$ cat src/ptkm_pkg.sv
// ----------------------------------------------------------------------------
// Packed trie keyword match package
// Shared constants, operation codes and item types.
// ----------------------------------------------------------------------------
package ptkm_pkg;

    localparam int TABLE_DEPTH = 256;
    localparam int ADDR_W      = $clog2(TABLE_DEPTH);
    localparam int FIELD_W     = 8;
    localparam int PTR_W       = ((ADDR_W > FIELD_W) ? ADDR_W : FIELD_W) + 1;

    localparam logic [1:0] OP_LOAD = 2'd0;
    localparam logic [1:0] OP_CHAR = 2'd1;
    localparam logic [1:0] OP_END  = 2'd2;

    localparam logic [7:0] BYTE_FAIL   = 8'hff;
    localparam logic [7:0] BYTE_NEXT   = 8'hfe;
    localparam logic [7:0] BRANCH_FLAG = 8'h80;
    localparam logic [7:0] CHAR_MASK   = 8'h7f;

    typedef struct packed {
        logic [1:0] operation;
        logic [7:0] table_addr;
        logic [7:0] table_byte;
        logic [7:0] character;
    } t_in_item;

    typedef struct packed {
        logic [7:0] token;
        logic       found;
    } t_out_item;

    typedef struct packed {
        logic       start;
        logic       is_end;
        logic [7:0] character;
    } t_walk_req;

    typedef struct packed {
        logic       idle;
        logic       done;
        logic [7:0] token;
        logic       found;
    } t_walk_rsp;

endpackage

$ cat src/ptkm_ram.sv
// ----------------------------------------------------------------------------
// Generic RAM
// One write port and one read port with registered read data.
// ----------------------------------------------------------------------------
module ptkm_ram #(
    parameter int W = 8,
    parameter int D = 256
) (
    input  logic                 i_clk,
    input  logic                 i_we,
    input  logic [$clog2(D)-1:0] i_waddr,
    input  logic [W-1:0]         i_wdata,
    input  logic [$clog2(D)-1:0] i_raddr,
    output logic [W-1:0]         o_rdata
);

    logic [W-1:0] r_mem [D];
    logic [W-1:0] r_rdata;

    always_ff @(posedge i_clk) begin
        if (i_we) begin
            r_mem[i_waddr] <= i_wdata;
        end
        r_rdata <= r_mem[i_raddr];
    end

    assign o_rdata = r_rdata;

endmodule

$ cat src/ptkm_walker.sv
// ----------------------------------------------------------------------------
// Packed trie walker
// Sequencer that steps the walk pointer through the table with one shared
// pointer adder, one table read per entry visited.
// ----------------------------------------------------------------------------
module ptkm_walker (
    input  logic                         i_clk,
    input  logic                         i_rst_n,
    input  logic                         i_cfg_we,
    input  logic [7:0]                   i_cfg_wdata,
    input  ptkm_pkg::t_walk_req          i_req,
    input  logic                         i_take,
    input  logic [7:0]                   i_rd_data,
    output logic [ptkm_pkg::ADDR_W-1:0]  o_rd_addr,
    output ptkm_pkg::t_walk_rsp          o_rsp
);

    localparam logic [3:0] S_IDLE    = 4'd0;
    localparam logic [3:0] S_RD      = 4'd1;
    localparam logic [3:0] S_DAT     = 4'd2;
    localparam logic [3:0] S_SKP_RD  = 4'd3;
    localparam logic [3:0] S_SKP     = 4'd4;
    localparam logic [3:0] S_END_RD  = 4'd5;
    localparam logic [3:0] S_END_DAT = 4'd6;
    localparam logic [3:0] S_TOK_RD  = 4'd7;
    localparam logic [3:0] S_TOK     = 4'd8;
    localparam logic [3:0] S_DONE    = 4'd9;

    logic [3:0]                  r_state, n_state;
    logic [ptkm_pkg::PTR_W-1:0]  r_ptr, n_ptr;
    logic                        r_failed, n_failed;
    logic [7:0]                  r_start;
    logic [7:0]                  r_ch, n_ch;
    logic [7:0]                  r_tok, n_tok;
    logic                        r_found, n_found;
    logic [ptkm_pkg::PTR_W-1:0]  addend;
    logic [ptkm_pkg::PTR_W-1:0]  ptr_sum;
    logic                        in_range;

    // Whenever the pointer advances, it moves by the addend plus one.
    assign ptr_sum  = r_ptr + addend + ptkm_pkg::PTR_W'(1);
    assign in_range = r_ptr < ptkm_pkg::PTR_W'(ptkm_pkg::TABLE_DEPTH);

    always_comb begin
        n_state  = r_state;
        n_ptr    = r_ptr;
        n_failed = r_failed;
        n_ch     = r_ch;
        n_tok    = r_tok;
        n_found  = r_found;
        addend   = '0;
        case (r_state)
            S_IDLE: begin
                if (i_req.start) begin
                    n_ch    = i_req.character;
                    n_state = i_req.is_end ? S_END_RD : S_RD;
                end
            end
            S_RD: begin
                if (r_failed) begin
                    n_state = S_IDLE;
                end else if (!in_range) begin
                    n_failed = 1'b1;
                    n_state  = S_IDLE;
                end else begin
                    n_state = S_DAT;
                end
            end
            S_DAT: begin
                if (i_rd_data == ptkm_pkg::BYTE_FAIL) begin
                    n_failed = 1'b1;
                    n_state  = S_IDLE;
                end else if (i_rd_data == ptkm_pkg::BYTE_NEXT) begin
                    addend  = ptkm_pkg::PTR_W'(1);
                    n_ptr   = ptr_sum;
                    n_state = S_RD;
                end else if ((i_rd_data & ptkm_pkg::BRANCH_FLAG) != 8'd0) begin
                    if (r_ch == (i_rd_data & ptkm_pkg::CHAR_MASK)) begin
                        addend  = ptkm_pkg::PTR_W'(1);
                        n_ptr   = ptr_sum;
                        n_state = S_IDLE;
                    end else begin
                        n_ptr   = ptr_sum;
                        n_state = S_SKP_RD;
                    end
                end else if (i_rd_data == r_ch) begin
                    n_ptr   = ptr_sum;
                    n_state = S_IDLE;
                end else begin
                    n_failed = 1'b1;
                    n_state  = S_IDLE;
                end
            end
            S_SKP_RD: begin
                if (!in_range) begin
                    n_failed = 1'b1;
                    n_state  = S_IDLE;
                end else begin
                    n_state = S_SKP;
                end
            end
            S_SKP: begin
                addend  = ptkm_pkg::PTR_W'(i_rd_data);
                n_ptr   = ptr_sum;
                n_state = S_RD;
            end
            S_END_RD: begin
                if (r_failed || !in_range) begin
                    n_tok   = 8'd0;
                    n_found = 1'b0;
                    n_state = S_DONE;
                end else begin
                    n_state = S_END_DAT;
                end
            end
            S_END_DAT: begin
                if (i_rd_data inside {ptkm_pkg::BYTE_FAIL, ptkm_pkg::BYTE_NEXT}) begin
                    n_ptr   = ptr_sum;
                    n_state = S_TOK_RD;
                end else begin
                    n_tok   = 8'd0;
                    n_found = 1'b0;
                    n_state = S_DONE;
                end
            end
            S_TOK_RD: begin
                if (!in_range) begin
                    n_tok   = 8'd0;
                    n_found = 1'b0;
                    n_state = S_DONE;
                end else begin
                    n_state = S_TOK;
                end
            end
            S_TOK: begin
                n_tok   = i_rd_data;
                n_found = 1'b1;
                n_state = S_DONE;
            end
            S_DONE: begin
                if (i_take) begin
                    n_ptr    = ptkm_pkg::PTR_W'(r_start);
                    n_failed = 1'b0;
                    n_state  = S_IDLE;
                end
            end
            default: begin
                n_state = S_IDLE;
            end
        endcase
    end

    always_ff @(posedge i_clk) begin
        if (!i_rst_n) begin
            r_state  <= S_IDLE;
            r_ptr    <= '0;
            r_failed <= 1'b0;
            r_start  <= 8'd0;
        end else if (i_cfg_we) begin
            r_state  <= n_state;
            r_start  <= i_cfg_wdata;
            r_ptr    <= ptkm_pkg::PTR_W'(i_cfg_wdata);
            r_failed <= 1'b0;
        end else begin
            r_state  <= n_state;
            r_ptr    <= n_ptr;
            r_failed <= n_failed;
        end
    end

    always_ff @(posedge i_clk) begin
        r_ch    <= n_ch;
        r_tok   <= n_tok;
        r_found <= n_found;
    end

    assign o_rd_addr   = r_ptr[ptkm_pkg::ADDR_W-1:0];
    assign o_rsp.idle  = (r_state == S_IDLE);
    assign o_rsp.done  = (r_state == S_DONE);
    assign o_rsp.token = r_tok;
    assign o_rsp.found = r_found;

    a_dat_in_range: assert property (@(posedge i_clk) disable iff (!i_rst_n)
        (r_state == S_DAT) |-> (!r_failed && r_ptr < ptkm_pkg::PTR_W'(ptkm_pkg::TABLE_DEPTH)))
        else $error("table byte evaluated for a failed word or out-of-range pointer");

    a_miss_token_zero: assert property (@(posedge i_clk) disable iff (!i_rst_n)
        (r_state == S_DONE && !r_found) |-> (r_tok == 8'd0))
        else $error("unmatched word carries a nonzero token");

    a_restart_after_take: assert property (@(posedge i_clk) disable iff (!i_rst_n)
        (r_state == S_DONE && i_take) |=>
            (r_state == S_IDLE && !r_failed && r_ptr == ptkm_pkg::PTR_W'(r_start)))
        else $error("walk not restarted after the result was taken");

endmodule

$ cat src/packed_trie_keyword_match.sv
// ----------------------------------------------------------------------------
// Packed trie keyword match
// Loads a packed trie keyword table and matches words against it, one
// character per item, giving the keyword token at each end item.
//
//   Channel  Direction  Handshake                  Payload
//   in       input      i_in_valid / o_in_ready    i_in_item  (t_in_item)
//   out      output     o_out_valid / i_out_ready  o_out_item (t_out_item)
//   cfg      input      i_cfg_we                   i_cfg_wdata (table start)
//
// A load item is written to the table when it is accepted. A character item
// reads table entries through the single table read port and the shared
// pointer adder, skipping branches that do not match; once a word has failed,
// its character items read no table entries. An end item reads the token
// entry when a token is found, then waits for a free output register. Reset
// is synchronous and needs no clearing pass. A result waiting in the output
// register stalls the next end item, and with it every later item.
// ----------------------------------------------------------------------------
module packed_trie_keyword_match (
    input  logic                 i_clk,
    input  logic                 i_rst_n,
    input  logic                 i_in_valid,
    output logic                 o_in_ready,
    input  ptkm_pkg::t_in_item   i_in_item,
    output logic                 o_out_valid,
    input  logic                 i_out_ready,
    output ptkm_pkg::t_out_item  o_out_item,
    input  logic                 i_cfg_we,
    input  logic [7:0]           i_cfg_wdata
);

    logic                         in_accept;
    logic                         take;
    logic                         load_we;
    logic [ptkm_pkg::PTR_W-1:0]   load_addr;
    logic [ptkm_pkg::ADDR_W-1:0]  rd_addr;
    logic [7:0]                   rd_data;
    ptkm_pkg::t_walk_req          walk_req;
    ptkm_pkg::t_walk_rsp          walk_rsp;
    logic                         r_out_valid;
    ptkm_pkg::t_out_item          r_out_item;

    assign o_in_ready = walk_rsp.idle;
    assign in_accept  = i_in_valid && o_in_ready;
    assign load_addr  = ptkm_pkg::PTR_W'(i_in_item.table_addr);
    assign load_we    = in_accept && (i_in_item.operation == ptkm_pkg::OP_LOAD)
                        && (load_addr < ptkm_pkg::PTR_W'(ptkm_pkg::TABLE_DEPTH));

    assign walk_req.start     = in_accept && ((i_in_item.operation == ptkm_pkg::OP_CHAR)
                                || (i_in_item.operation == ptkm_pkg::OP_END));
    assign walk_req.is_end    = (i_in_item.operation == ptkm_pkg::OP_END);
    assign walk_req.character = i_in_item.character;

    assign take = walk_rsp.done && (!r_out_valid || i_out_ready);

    ptkm_ram #(
        .W (8),
        .D (ptkm_pkg::TABLE_DEPTH)
    ) u_table (
        .i_clk   (i_clk),
        .i_we    (load_we),
        .i_waddr (load_addr[ptkm_pkg::ADDR_W-1:0]),
        .i_wdata (i_in_item.table_byte),
        .i_raddr (rd_addr),
        .o_rdata (rd_data)
    );

    ptkm_walker u_walker (
        .i_clk       (i_clk),
        .i_rst_n     (i_rst_n),
        .i_cfg_we    (i_cfg_we),
        .i_cfg_wdata (i_cfg_wdata),
        .i_req       (walk_req),
        .i_take      (take),
        .i_rd_data   (rd_data),
        .o_rd_addr   (rd_addr),
        .o_rsp       (walk_rsp)
    );

    always_ff @(posedge i_clk) begin
        if (!i_rst_n) begin
            r_out_valid <= 1'b0;
        end else if (take) begin
            r_out_valid <= 1'b1;
        end else if (i_out_ready) begin
            r_out_valid <= 1'b0;
        end
    end

    always_ff @(posedge i_clk) begin
        if (take) begin
            r_out_item.token <= walk_rsp.token;
            r_out_item.found <= walk_rsp.found;
        end
    end

    assign o_out_valid = r_out_valid;
    assign o_out_item  = r_out_item;

endmodule
$ cat config.mk
export PLATFORM = sky130hd
export DESIGN_NAME = packed_trie_keyword_match
export DESIGN_NICKNAME = d
export VERILOG_FILES = /design/src/ptkm_pkg.sv /design/src/ptkm_ram.sv /design/src/ptkm_walker.sv /design/src/packed_trie_keyword_match.sv
export SDC_FILE = /design/constraint.sdc
export NUM_CORES = 2
export LEC_CHECK = 0
export CAP_MARGIN = 20
export CORE_MARGIN = 3
export CORE_UTILIZATION = 55
export CTS_BUF_LIST = sky130_fd_sc_hd__clkbuf_8 sky130_fd_sc_hd__clkbuf_16
export CTS_CLUSTER_SIZE = 25
export DETAILED_ROUTE_END_ITERATION = 12
export DONT_BUFFER_PORTS = 1
export PLACE_DENSITY = 0.73
export SKIP_LAST_GASP = 1
export SLEW_MARGIN = 20
export SYNTH_ARGS = -nofsm -noshare
export SYNTH_HDL_FRONTEND = slang
export SYNTH_SLANG_ARGS = --single-unit
$ cat constraint.sdc
create_clock -name i_clk -period 8.2 [get_ports i_clk]
set_input_delay 1.64 -clock i_clk [delete_from_list [all_inputs] [get_ports i_clk]]
set_output_delay 1.64 -clock i_clk [all_outputs]
set_load 0.005 [all_outputs]
# == Yosys cells after proc, flatten, opt, wreduce, memory -nomap -nowiden ==
# Memory sizes are Yosys's and may differ from the RTL's. A register that Yosys moved wholly into a read port is not among the register bits.
# Index checks and enable logic that the tools add are counted.
# totals
output_inout_bits,11
wordCells,121
memories,1
ram_bits,2048
reg_bits,49
in_bits,39
# classes
eq_ne,31
n_reduce_logical,25
magnitude_cmp,2
bitwise_logic,1
add_sub_neg,2
n_mux,48
# mem_list
memory,depth,width,rd,rd_clocked_by_memory_dff,write_ports,line_no,text
u_table.r_mem,256,8,1,1,1,ptkm_ram.sv:17,logic [W-1:0] r_mem [D];
# ops
operator,count
9-bit 2-to-1 mux,9
4-bit case mux with 10 select lines,1
9-bit case mux with 4 select lines,1
8-bit 2-to-1 mux,4
8-bit case mux with 4 select lines,1
4-bit 2-to-1 mux,7
9-bit case mux with 2 select lines,1
1-bit 2-to-1 mux,17
"4-bit by 3-bit == test with 1-bit output, second input constant",4
"8-bit == test, second input constant",2
"3-bit by 2-bit != test with 1-bit output, second input constant",4
4-bit nonzero test,3
"2-bit != test, second input constant",5
5-bit AND reduction,2
"9-bit by 1-bit adder with 9-bit output, second input constant",1
9-bit adder,1
"8-bit by 9-bit less-than comparator with 1-bit output, second input constant",1
"9-bit less-than comparator, second input constant",1
"4-bit by 2-bit == test with 1-bit output, second input constant",2
"4-bit == test, second input constant",2
8-bit by 7-bit == test with 1-bit output,1
8-bit == test,1
1-bit case mux with 4 select lines,2
2-bit 2-to-1 mux,3
20 further kinds,33

# == Longest topological paths before layout ==
# depth
depth_word,14
depth_mapped,15
depth_no_buf,14

# == Modules after synthesis ==
# Synthesis repeated with hierarchy kept, for this count alone.
# hier_totals
cells_unflattened,4016
hier_area_um2,82277.7
# modules_own_cells
module,cells_each,seq_area_each_um2,area_per_inst_um2,instances
ptkm_ram,3733,61659.1,79556.3,1
ptkm_walker,264,950.9,2358.5,1
packed_trie_keyword_match,19,290.3,362.8,1

# == Worst setup path before layout ==
# Ideal clock, no wire load.
# synth_timing
path_kind,in2reg
start,in i_in_item[24] (netlist name)
end,"mem u_table.r_mem[63][0], enable pin"
t_arrival_ns,3.090
cell_stages,7
t_required_ns,7.830
slack_ns,4.740
path_buffers,1
setup_time_ns,0.370
cell_sequence,inv_1 > ha_1 > nand3_1 > nor3_1 > nand3_1 > buf_2 > nor2_1
# synth_via
elab_chain_cells,5
# synth_rtl
element,line_no,text
"start, declared",packed_trie_keyword_match.sv:24,"input ptkm_pkg::t_in_item i_in_item,"
2-bit logical NOT,packed_trie_keyword_match.sv:46,assign load_we = in_accept && (i_in_item.operation == ptkm_pkg::OP_LOAD)
1-bit logical AND,packed_trie_keyword_match.sv:46,
1-bit logical AND,packed_trie_keyword_match.sv:47,&& (load_addr < ptkm_pkg::PTR_W'(ptkm_pkg::TABLE_DEPTH));
1-bit 2-to-1 mux,ptkm_ram.sv:21,if (i_we) begin
1-bit 2-to-1 mux (implied by the code),ptkm_ram.sv:22,r_mem[i_waddr] <= i_wdata;
"end, declared",ptkm_ram.sv:17,
# Every way passes these cells.

# == Worst setup path after layout ==
# layout_timing
start,reg u_walker.r_state[0]
end,"mem u_table.r_mem[56][6], enable pin"
# layout_via
elab_chain_cells,6
# layout_rtl
element,line_no,text
"start, declared",ptkm_walker.sv:29,"logic [3:0] r_state, n_state;"
"start signal, assigned",ptkm_walker.sv:160,r_state <= n_state;
"start signal, assigned",ptkm_walker.sv:165,r_state <= n_state;
4-bit logical NOT,ptkm_walker.sv:178,assign o_rsp.idle = (r_state == S_IDLE);
net o_in_ready,packed_trie_keyword_match.sv:23,"output logic o_in_ready,"
1-bit logical AND,packed_trie_keyword_match.sv:44,assign in_accept = i_in_valid && o_in_ready;
1-bit logical AND,packed_trie_keyword_match.sv:46,
1-bit logical AND,packed_trie_keyword_match.sv:47,
1-bit 2-to-1 mux,ptkm_ram.sv:21,
1-bit 2-to-1 mux (implied by the code),ptkm_ram.sv:22,
# The timed path passes the listed nets, and every way through them passes these cells.

==> flow_summary_export.csv <==
group,metric,value,unit
worst_setup_path,slowest_stage,"nor2_1",
pwr,powerDensity,250,nW/um^2
sta,final_max_slew_viol_count,0,
finish,syn2layout_area_growth,10.0,%
finish,nNetsFinal,4000,
finish,fin_util,0.613,
global_route,grt_overflow,0,
die,die_area,153000,sq um
cts,cts_setup_buffers,0,
finish,final_cell_mix,"2074 x edfxtp_1, 478 x mux4_2, 289 x nor2_1",
global_route,grt_pass1_vias,39800,
min_path,min_path_type,"reg2reg",
global_route,antenna_found_initial,6,
yosys,netlist_area,81700,sq um
worst_setup_path,cp.required,8.64,ns
sta,worst_pin_slew,1.16,ns
sta,setup_slack,3.91,ns
die,placeableCoreArea,147000,sq um
detailed_routing,drt-pass1-iter-count,6,
detailed_routing,vias,40400,
detailed_routing,wirelength,195,mm
worst_setup_path,cp-end-kind,"register",
worst_setup_path,setup.worst_path.start_class,"register",
sta,slew-limit-headroom,0.226,
sta,max_freq,233,MHz
sta,setup-violations-final,0,
yosys,synthDistinctLibCells,66,
status,status,"finished, final reports clean",
worst_setup_path,slowest_delay,0.83,ns
placed_design,dpl-instance-area,83400,sq um
sta,hold_viol_final,0,
detailed_routing,drc,0,
yosys,ys.flop_type,"edfxtp_1",
yosys,ys_warn_count,0,
worst_setup_path,critPathBufInv,0,
pwr,vdd_drop_max,0.239,mV
sta,timing.final.crit_period,4.29,ns
die,die-width,391,microns
global_route,grt_max_degree,257,
cts,cts_resized,0,
job,drv_cap,0,
finish,finalNonFillerCells,6039,
sta,rsz0062_at_grt,"false",
die,die_h,391,microns
pwr,power,22.5,mW
die,rows,140,
placed_design,gp_congestion,0.860,
cts,cts_buffer_depth,3,
detailed_routing,vias_per_cell,6.70,
worst_setup_path,crit_chain,"or3_1, nor2_2, nand3_1, nor3_1, nand3_1, nor2_1",
cts,cts.reportedPaths.clkPinSlew,0.06,ns
worst_setup_path,worstPathArrival,4.73,ns
global_route,grt_pass1_wl,287,mm
sta,fin_setup_tns,0,ns
finish,mostFrequentLayoutCell,"edfxtp_1",
global_route,grt_use_total,0.260,
cts,h-tree-depth,4,
cts,clk_latency,0.83,ns
cts,cts-root-buf,"clkbuf_16",
worst_setup_path,cp_top_family,"simple AND/OR/NAND/NOR gates",
finish,drive_gt1_frac,0.216,
cts,cts_sinks,2105,
cts,cts_tree,"built",
detailed_routing,first_iter_violations,5191,
pwr,p_leak,27.2,nW
yosys,synth_edf_count,2074,
cts,cts_buffers,198,
die,initial_core_util,0.557,
yosys,ys_seq_elements,2105,
finish,post-route-cell-area,89900,sq um
yosys,syn_inst,3934,
yosys,syn_nets,3984,
placed_design,pre_cts_slack,3.19,ns
worst_setup_path,crit_type,"reg2reg",
placed_design,io_buffers,0,
die,io-pin-count,50,
yosys,seq_area_frac_synth,0.770,
detailed_routing,wl_per_cell,32.3,microns
sta,whs,0.420,ns
placed_design,dp_cells,5666,
worst_setup_path,crit_path_max_fanout,16,
yosys,async_reset_ff_frac,0,
yosys,synth_area_per_cell,20.8,sq um
sta,fin_crit_sh,0.523,
cts,ctsHoldBuffers,0,
worst_setup_path,critPathMostFrequentCell,"nand3_1",
placed_design,dp_hpwl,107,mm
detailed_routing,ant_nets,0,
sta,skew,0.0209,ns
finish,fillers,9680,
sequential cells by signal, indices dropped and copies added, names as in the netlist:
name               count
u_walker.r_failed      1
o_out_item             9
u_walker.r_state       4
o_out_valid            1
u_walker.r_ch          8
u_table.r_mem       2048
u_walker.r_start       8
u_walker.r_ptr         9
u_table.o_rdata        8
u_walker.r_tok         8
u_walker.r_found       1
path summary, 6_finish.rpt:
path	start	to	slack, ns	depth (start not counted)
max	u_walker.r_state[0]	u_table.r_mem[56][6]	3.91	6
min	u_walker.r_tok[2]	o_out_item[3]	0.42	0
max reg2reg	u_walker.r_state[0]	u_table.r_mem[56][6]	3.91	6
min reg2reg	u_walker.r_tok[2]	o_out_item[3]	0.42	0
Yosys cell counts (all sizes together), types with 17 or more instances:
library cell / instances / share of area
o211ai: 18 / 0.0017
a211oi: 37 / 0.0034
nor3: 46 / 0.0030
o22ai: 114 / 0.0087
edfxtp: 2074 / 0.76
buf: 138 / 0.011
nand2: 107 / 0.0049
or2: 17 / 0.0013
nor2: 292 / 0.013
mux4: 478 / 0.13
a221oi: 21 / 0.0029
a22oi: 62 / 0.0057
a21oi: 33 / 0.0020
clkbuf: 93 / 0.0043
and3: 33 / 0.0025
mux2i: 128 / 0.016
nor2b: 28 / 0.0021
dfxtp: 31 / 0.0076
nand3: 29 / 0.0018
a22o: 20 / 0.0021
o21ai: 20 / 0.0012
worst reg2reg max path: stages (launching register included):
cell and delay, ns:
dfxtp_1 0.40, or3_1 0.51, nor2_2 0.19, nand3_1 0.56, nor3_1 0.64, nand3_1 0.78
nor2_1 0.83
metal layers:
metal | track usage | vias to the layer above | routed length (microns)
met5 | 0 | - | 37
met3 | 0.0649 | 355 | 21600
met1 | 0.383 | 21100 | 76900
met4 | 0.0918 | 6 | 6840
li1 | - | 16400 | -
met2 | 0.385 | 2615 | 89900
logic make-up (layout without fill, tap and decap cells):
logic type	after synthesis	in the layout	synth area share
and+or+nand+nor	615	615	0.0347
adders and majority gates	11	11	0.00178
other	0	2	0
buffers and inverters	245	431	0.0160
muxes	607	607	0.148
AOI/OAI and AO/OA	343	343	0.0295
DFF	2105	2105	0.770
xor gates and xnor gates	8	8	0.000857
cell type report:
class / count / area, sq um / share of cell area
tap: 1917 / 2400 / 0.0267
multi-input combinational: 1584 / 17600 / 0.196
antenna: 2 / 5.00 / 0.0000556
clock inverter: 172 / 1580 / 0.0176
timing repair buffer: 47 / 440 / 0.00490
inverter: 14 / 52.6 / 0.000584
clock buffer: 198 / 4950 / 0.0551
sequential: 2105 / 62900 / 0.700
report_power, final:
| group | total [mW] | switching, mW | internal [mW] |
|---|---|---|---|
| sequential | 11.9 | 0.0867 | 11.8 |
| clock | 9.17 | 4.03 | 5.14 |
| combinational | 1.38 | 0.784 | 0.600 |
(Power assumes the default switching activity.)
